File: src/rtl/core/ttcw_pkg.sv
package ttcw_pkg;

    localparam int MAX_ROWS = 32;
    localparam int MAX_COLS = 128;
    localparam int TAB_STOP = 8;

    localparam int ROW_W  = $clog2(MAX_ROWS);
    localparam int COL_W  = $clog2(MAX_COLS);
    localparam int ADDR_W = ROW_W + COL_W;
    localparam int RCNT_W = ROW_W + 1;
    localparam int CCNT_W = COL_W + 1;

    localparam int CMD_W       = 3;
    localparam int BYTE_W      = 8;
    localparam int ROWS_REG_W  = 6;
    localparam int COLS_REG_W  = 8;
    localparam int CFG_W       = 8;
    localparam int CFG_IDX_W   = 3;
    localparam int IN_TDATA_W  = 24;
    localparam int OUT_TDATA_W = 48;

    localparam logic [BYTE_W-1:0] CH_BEL   = 8'h07;
    localparam logic [BYTE_W-1:0] CH_BS    = 8'h08;
    localparam logic [BYTE_W-1:0] CH_TAB   = 8'h09;
    localparam logic [BYTE_W-1:0] CH_LF    = 8'h0A;
    localparam logic [BYTE_W-1:0] CH_CR    = 8'h0D;
    localparam logic [BYTE_W-1:0] CH_SPACE = 8'h20;

    typedef enum logic [CMD_W-1:0] {
        CMD_WRITE     = 3'd0,
        CMD_GOTO      = 3'd1,
        CMD_CLEAR_EOL = 3'd2,
        CMD_READ      = 3'd3
    } t_cmd;

    typedef enum logic [CFG_IDX_W-1:0] {
        REG_LITERAL   = 3'd0,
        REG_AUTO_WRAP = 3'd1,
        REG_CR_LF     = 3'd2,
        REG_LF_CR     = 3'd3,
        REG_BS_BLANK  = 3'd4,
        REG_ROWS      = 3'd5,
        REG_COLS      = 3'd6
    } t_reg_idx;

    typedef enum logic [2:0] {
        OP_NONE,
        OP_INIT,
        OP_LOAD,
        OP_NORM,
        OP_EXEC,
        OP_LF,
        OP_CLEAR,
        OP_EMIT
    } t_dp_op;

    typedef struct packed {
        logic              literal;
        logic              auto_wrap;
        logic              cr_lf;
        logic              lf_cr;
        logic              bs_blank;
        logic [RCNT_W-1:0] rows;
        logic [CCNT_W-1:0] cols;
    } t_cfg;

    typedef struct packed {
        logic top_ok;
        logic need_lf;
        logic need_clear;
        logic do_scroll;
        logic clr_last;
        logic init_last;
        logic out_free;
    } t_dp_status;

endpackage

File: src/rtl/core/ttcw_ctrl.sv
module ttcw_ctrl
    import ttcw_pkg::*;
(
    input  logic       i_clk,
    input  logic       i_rst_n,
    input  logic       i_in_valid,
    output logic       o_in_ready,
    input  t_dp_status i_status,
    output t_dp_op     o_op
);

    typedef enum logic [2:0] {
        ST_INIT,
        ST_IDLE,
        ST_NORM,
        ST_EXEC,
        ST_LF,
        ST_CLEAR,
        ST_DONE
    } t_state;

    t_state r_state, n_state;

    always_comb begin
        n_state = r_state;
        o_op    = OP_NONE;
        case (r_state)
            ST_INIT: begin
                o_op = OP_INIT;
                if (i_status.init_last) n_state = ST_IDLE;
            end
            ST_IDLE: begin
                if (i_in_valid) begin
                    o_op    = OP_LOAD;
                    n_state = ST_NORM;
                end
            end
            ST_NORM: begin
                // one subtraction of the row count per cycle until top is in range
                o_op = OP_NORM;
                if (i_status.top_ok) n_state = ST_EXEC;
            end
            ST_EXEC: begin
                o_op = OP_EXEC;
                if (i_status.need_lf)         n_state = ST_LF;
                else if (i_status.need_clear) n_state = ST_CLEAR;
                else                          n_state = ST_DONE;
            end
            ST_LF: begin
                o_op    = OP_LF;
                n_state = i_status.do_scroll ? ST_CLEAR : ST_DONE;
            end
            ST_CLEAR: begin
                o_op = OP_CLEAR;
                if (i_status.clr_last) n_state = ST_DONE;
            end
            ST_DONE: begin
                if (i_status.out_free) begin
                    o_op    = OP_EMIT;
                    n_state = ST_IDLE;
                end
            end
            default: n_state = ST_INIT;
        endcase
    end

    always_ff @(posedge i_clk) begin
        if (!i_rst_n) begin
            r_state <= ST_INIT;
        end else begin
            r_state <= n_state;
        end
    end

    assign o_in_ready = (r_state == ST_IDLE);

endmodule

File: config.mk
export PLATFORM = sky130hd
export DESIGN_NAME = ttcw_ctrl
export DESIGN_NICKNAME = d
export VERILOG_FILES = /design/src/rtl/core/ttcw_pkg.sv /design/src/rtl/core/ttcw_ctrl.sv
export SDC_FILE = /design/constraint.sdc
export NUM_CORES = 1
export LEC_CHECK = 0
export BUFFER_PORTS_ARGS = -buffer_cell sky130_fd_sc_hd__buf_4
export CAP_MARGIN = 20
export CORE_AREA = 3 3 40 42
export CTS_CLUSTER_SIZE = 25
export DETAILED_ROUTE_END_ITERATION = 6
export DIE_AREA = 0 0 43 45
export PLACE_DENSITY = 0.4
export SYNTH_ARGS = -nofsm -noshare
export SYNTH_HDL_FRONTEND = slang
export SYNTH_SLANG_ARGS = --single-unit
File: constraint.sdc
create_clock -name i_clk -period 2.5 [get_ports i_clk]
set_input_delay 0.375 -clock i_clk [delete_from_list [all_inputs] [get_ports i_clk]]
set_output_delay 0.375 -clock i_clk [all_outputs]
set_load 0.02 [all_outputs]
-- Yosys cells after proc, flatten, opt, wreduce, memory -nomap -nowiden
Index checks and enable logic that the tools add are counted.
- register bits: 3
- input port bits: 10
- logic and storage cells: 26
- equal/unequal tests: 11
- reductions and logical operators: 2
- muxes and demuxes: 12
- operators with widths (kind ; number):
    $pmux 3 s7 ; 2
    $mux 3 ; 6
    $ne 2x2->1 const B ; 5
    $eq 3x3->1 const B ; 3
    $mux 2 ; 4
    $eq 3x2->1 const B ; 2
    $reduce_and 5->1 ; 1
    $eq 3x1->1 const B ; 1
    $logic_not 3->1 ; 1

-- Depth between registers and ports, before layout
- depth in word-level cells: 3
- depth in mapped cells: 5

-- Worst setup path before layout
No wires, ideal clock.
- path kind: register to output
- start: reg r_state[0]
- end: out o_in_ready
- buffers on the path: 2
- arrival: 1.127 ns
- cell stages (with the launch flop): 4
- setup slack: 0.998 ns
- path through: dfxtp_1 > buf_6 > buf_2 > nor3b_1
- cells in the longest elaborated chain, start to end: 1
- ends and longest elaborated chain (element ; line ; text):
    start: declaration ; ttcw_ctrl.sv:22 ; t_state r_state, n_state;
    start signal: assignment ; ttcw_ctrl.sv:71 ; r_state <= n_state;
    $eq 3x1->1 ; ttcw_ctrl.sv:75 ; assign o_in_ready = (r_state == ST_IDLE);
    end: declaration ; ttcw_ctrl.sv:7 ; output logic o_in_ready,
No other way between the ends.

-- Worst setup path after layout
- start: reg r_state[0]
- end: out o_op[1]
- cells in the longest elaborated chain, start to end: 2
- ends and longest elaborated chain (element ; line ; text):
    $eq 3x3->1 (tied with other cells) ; ttcw_ctrl.sv:27 ; case (r_state)
    $pmux 3 s7 * ; ttcw_ctrl.sv:27 ;
    end: declaration ; ttcw_ctrl.sv:9 ; output t_dp_op o_op
Every way passes the cells marked *; elsewhere a longest branch is shown, timed or not.

==> flow_summary.toml <==
[worst_setup_path]
end_kind = "primary output"
critPathKind = "reg -> out"
startpoint_type = "register"
cpPeakStageDelay_ns = 0.63
path_cells = "o21ai_0 -> o21ai_1 -> buf_4"
crit_required_ns = 2.12
cp_data_arrival_time_ns = 1.32
cp.depth = 3
crit_path_top_delay_cell = "dfxtp_1"
reg2reg_depth = 4
path_buf_inv = 1
cp_max_fo = 17
reg2reg_to = "r_state[1]$_SDFFE_PN0P_"
r2r-start = "r_state[0]$_SDFFE_PN0P_"
crit_family = "flip-flops"
ff2ff_setup_slack_ns = 0.94

[timing]
finalSetupTns_ns = 0
tightest_slew_ns = 0.510
fmax_mhz = 589
finalHoldViolations = 0
rsz0062_at_grt = "no"
skew_ns = 0.00458
fin_crit_ns = 1.70
setup_violations = 0
min_period_over_period_pct = 67.9
holdWs_ns = 0.420
slew_viol_final = 0
relSlewSlack_pct = 66.0

[synthesis]
ys_warn_count = 0
synth-seq-cells = 3
synth_area_um2 = 284
syn_inst = 41
synth.distinct_cells = 20
synthesis.nets = 51
synth-seq-area-share_pct = 21.1
syn_area_per_cell_um2 = 6.93

[placement]
place.gp.congestion = 0.751
port_buffers = 13
dpl_cell_area_um2 = 377
hpwlAfterDp_um = 536

[clock_network]
cts_sinks = 3
root_buffer = "clkbuf_4"
insertion_delay_ns = 0.23
cts_tree = "built"
htree_levels = 1
cts_resized = 0
clockBufferDepth = 2
cts_setup_buffers = 0
holdBufCountCts = 0
numCtsBuffers = 3
cts.clk_slew.worst_paths_ns = 0.03

[drt]
routedWlPerCell_um = 10.6
drc = 0
drtIter0Drc = 6
viasPerCell = 4.72
vias = 326
postRouteAntennaNets = 0
first_pass_iters = 4
wl_um = 729

[floorplan]
rows = 13
start_util_pct = 22.1
io_pins = 14
core-area_um2 = 1280
die_w_um = 43
dieHeight_um = 45
die_area_um2 = 1940

[pwr]
p_switching_uw = 191
power_density_nw_per_um2 = 1080
seqPwrFrac_pct = 30.3
p_clk_share_pct = 19.4
power_uw = 433
intPower_uw = 242
p_leak_uw = 0.000168
p_sw_share_pct = 44.1
vdd_drop_max_uv = 256
combPwrFrac_pct = 50.3

[grt]
grt_pass1_wl_um = 1260
grt_max_degree = 18
track_usage_pct = 8.58
first_global_vias = 285
overflow = 0
antenna_found_initial = 0

[outcome]
status = "complete, no violations"

[cells_and_area]
seqCellArea_um2 = 60.1
finalInstanceArea_um2 = 403
area_delta_synth_final_pct = 41.9
layout-drive-gt1-share_pct = 33.3
fin_nets = 65
largest_register_ffs = 3
diodes = 0
multi_input_area_um2 = 196
top_regs = "r_state: 3 flops"
fill_cells = 152
largest_register = "r_state"

[min_path]
min_to = "r_state[0]$_SDFFE_PN0P_"
min-delay-start = "i_rst_n"
worstHoldPathCells = 3
hold_class = "in -> reg"

[run]
max-cap-violations = 0
==> cell usage after synthesis <==
cell / count / area, um2
dfxtp_1: 3 / 60.1
or3_2: 1 / 7.51
nor2_1: 4 / 15.0
o21ai_1: 5 / 25.0
nand4_1: 1 / 6.26
buf_2: 1 / 5.00
nor3b_1: 1 / 7.51
a21oi_1: 1 / 5.00
a21boi_1: 1 / 7.51
nand3b_1: 2 / 15.0
mux4_2: 1 / 22.5
buf_6: 1 / 11.3
nor2b_1: 3 / 18.8
clkbuf_1: 2 / 7.51
nand2_1: 5 / 18.8
mux2i_1: 1 / 10.0
o211ai_1: 1 / 7.51
inv_1: 1 / 3.75
nand3_1: 3 / 15.0
o21ai_0: 3 / 15.0
==> cells by family (layout without fill, tap and decap cells) <==
family                 Yosys count  after routing  share of synthesized area (%)
AO/OA/AOI/OAI                   11             11                           21.1
buffers and inverters            5             18                           9.69
flip-flops                       3              3                           21.1
multiplexers                     2              2                           11.5
AND/OR/NAND/NOR                 20             20                           36.6
==> how the worst max path moves through the flow <==
stage	start	endpoint	slack [ns]
6_report	r_state[0]$_SDFFE_PN0P_	o_op[1]	0.80
5_1_grt	r_state[2]$_SDFFE_PN0P_	o_op[1]	0.67
4_1_cts	r_state[0]$_SDFFE_PN0P_	o_op[1]	0.80
3_5_place_dp	r_state[0]$_SDFFE_PN0P_	r_state[1]$_SDFFE_PN0P_	0.96
3_3_place_gp	r_state[0]$_SDFFE_PN0P_	r_state[0]$_SDFFE_PN0P_	0.99
2_1_floorplan	r_state[0]$_SDFFE_PN0P_	o_in_ready	1.0
==> final cells by class <==
type / instances / share of cell area [%]
Inverter: 1 / 0.932
Multi-Input combinational cell: 33 / 48.8
Tap cell: 15 / 4.66
Clock buffer: 4 / 6.52
Timing Repair Buffer: 13 / 24.2
Sequential cell: 3 / 14.9
==> cell usage in the layout, fill, tap and decap left out <==
master     n
a21boi_1   1
nand3_1    3
inv_1      1
nand3b_1   2
nand2_1    5
mux4_2     1
nor3b_1    1
o211ai_1   1
or3_2      1
o21ai_1    5
o21ai_0    3
clkbuf_1   1
nor2_1     4
nor2b_1    3
buf_4     13
clkbuf_4   3
nand4_1    1
a21oi_1    1
dfxtp_1    3
mux2i_1    1
==> per-stage QoR <==
stage                     util [%]  setup WS, ns  instances
after floorplan                  -         0.998         41
after CTS                     31.4         0.801         69
after detailed placement      29.3         0.964         65
final                         31.4         0.802         69
after global placement        29.3         0.989         65
after global routing          31.4         0.671         69
==> worst reg2reg max path: stages, from the launching register on <==
cell and delay [ns]:
dfxtp_1 0.63, mux2i_1 0.13, mux4_2 0.51, nand3_1 0.10, o21ai_1 0.07
==> metal layers <==
layer  part of all wire (%)  GRT usage (%)  vias up  routed length, um
met3                    6.7           4.38        0                 49
met4                      0           3.61        0                  0
met2                     42           11.7       10                303
li1                       -              -      173                  -
met1                     52           11.3      143                376
met5                      0              0        -                  0
==> power by group through the flow <==
| stage | clock [uW] | combinational, uW | sequential, uW |
|---|---|---|---|
| after CTS | 89.0 | 221 | 129 |
| after global placement | 0 | 220 | 128 |
| final | 84.3 | 218 | 131 |
| after floorplan | 0 | 211 | 78.3 |
| after detailed placement | 0 | 220 | 130 |
| after global routing | 93.9 | 240 | 140 |
(Power assumes the default switching activity.)
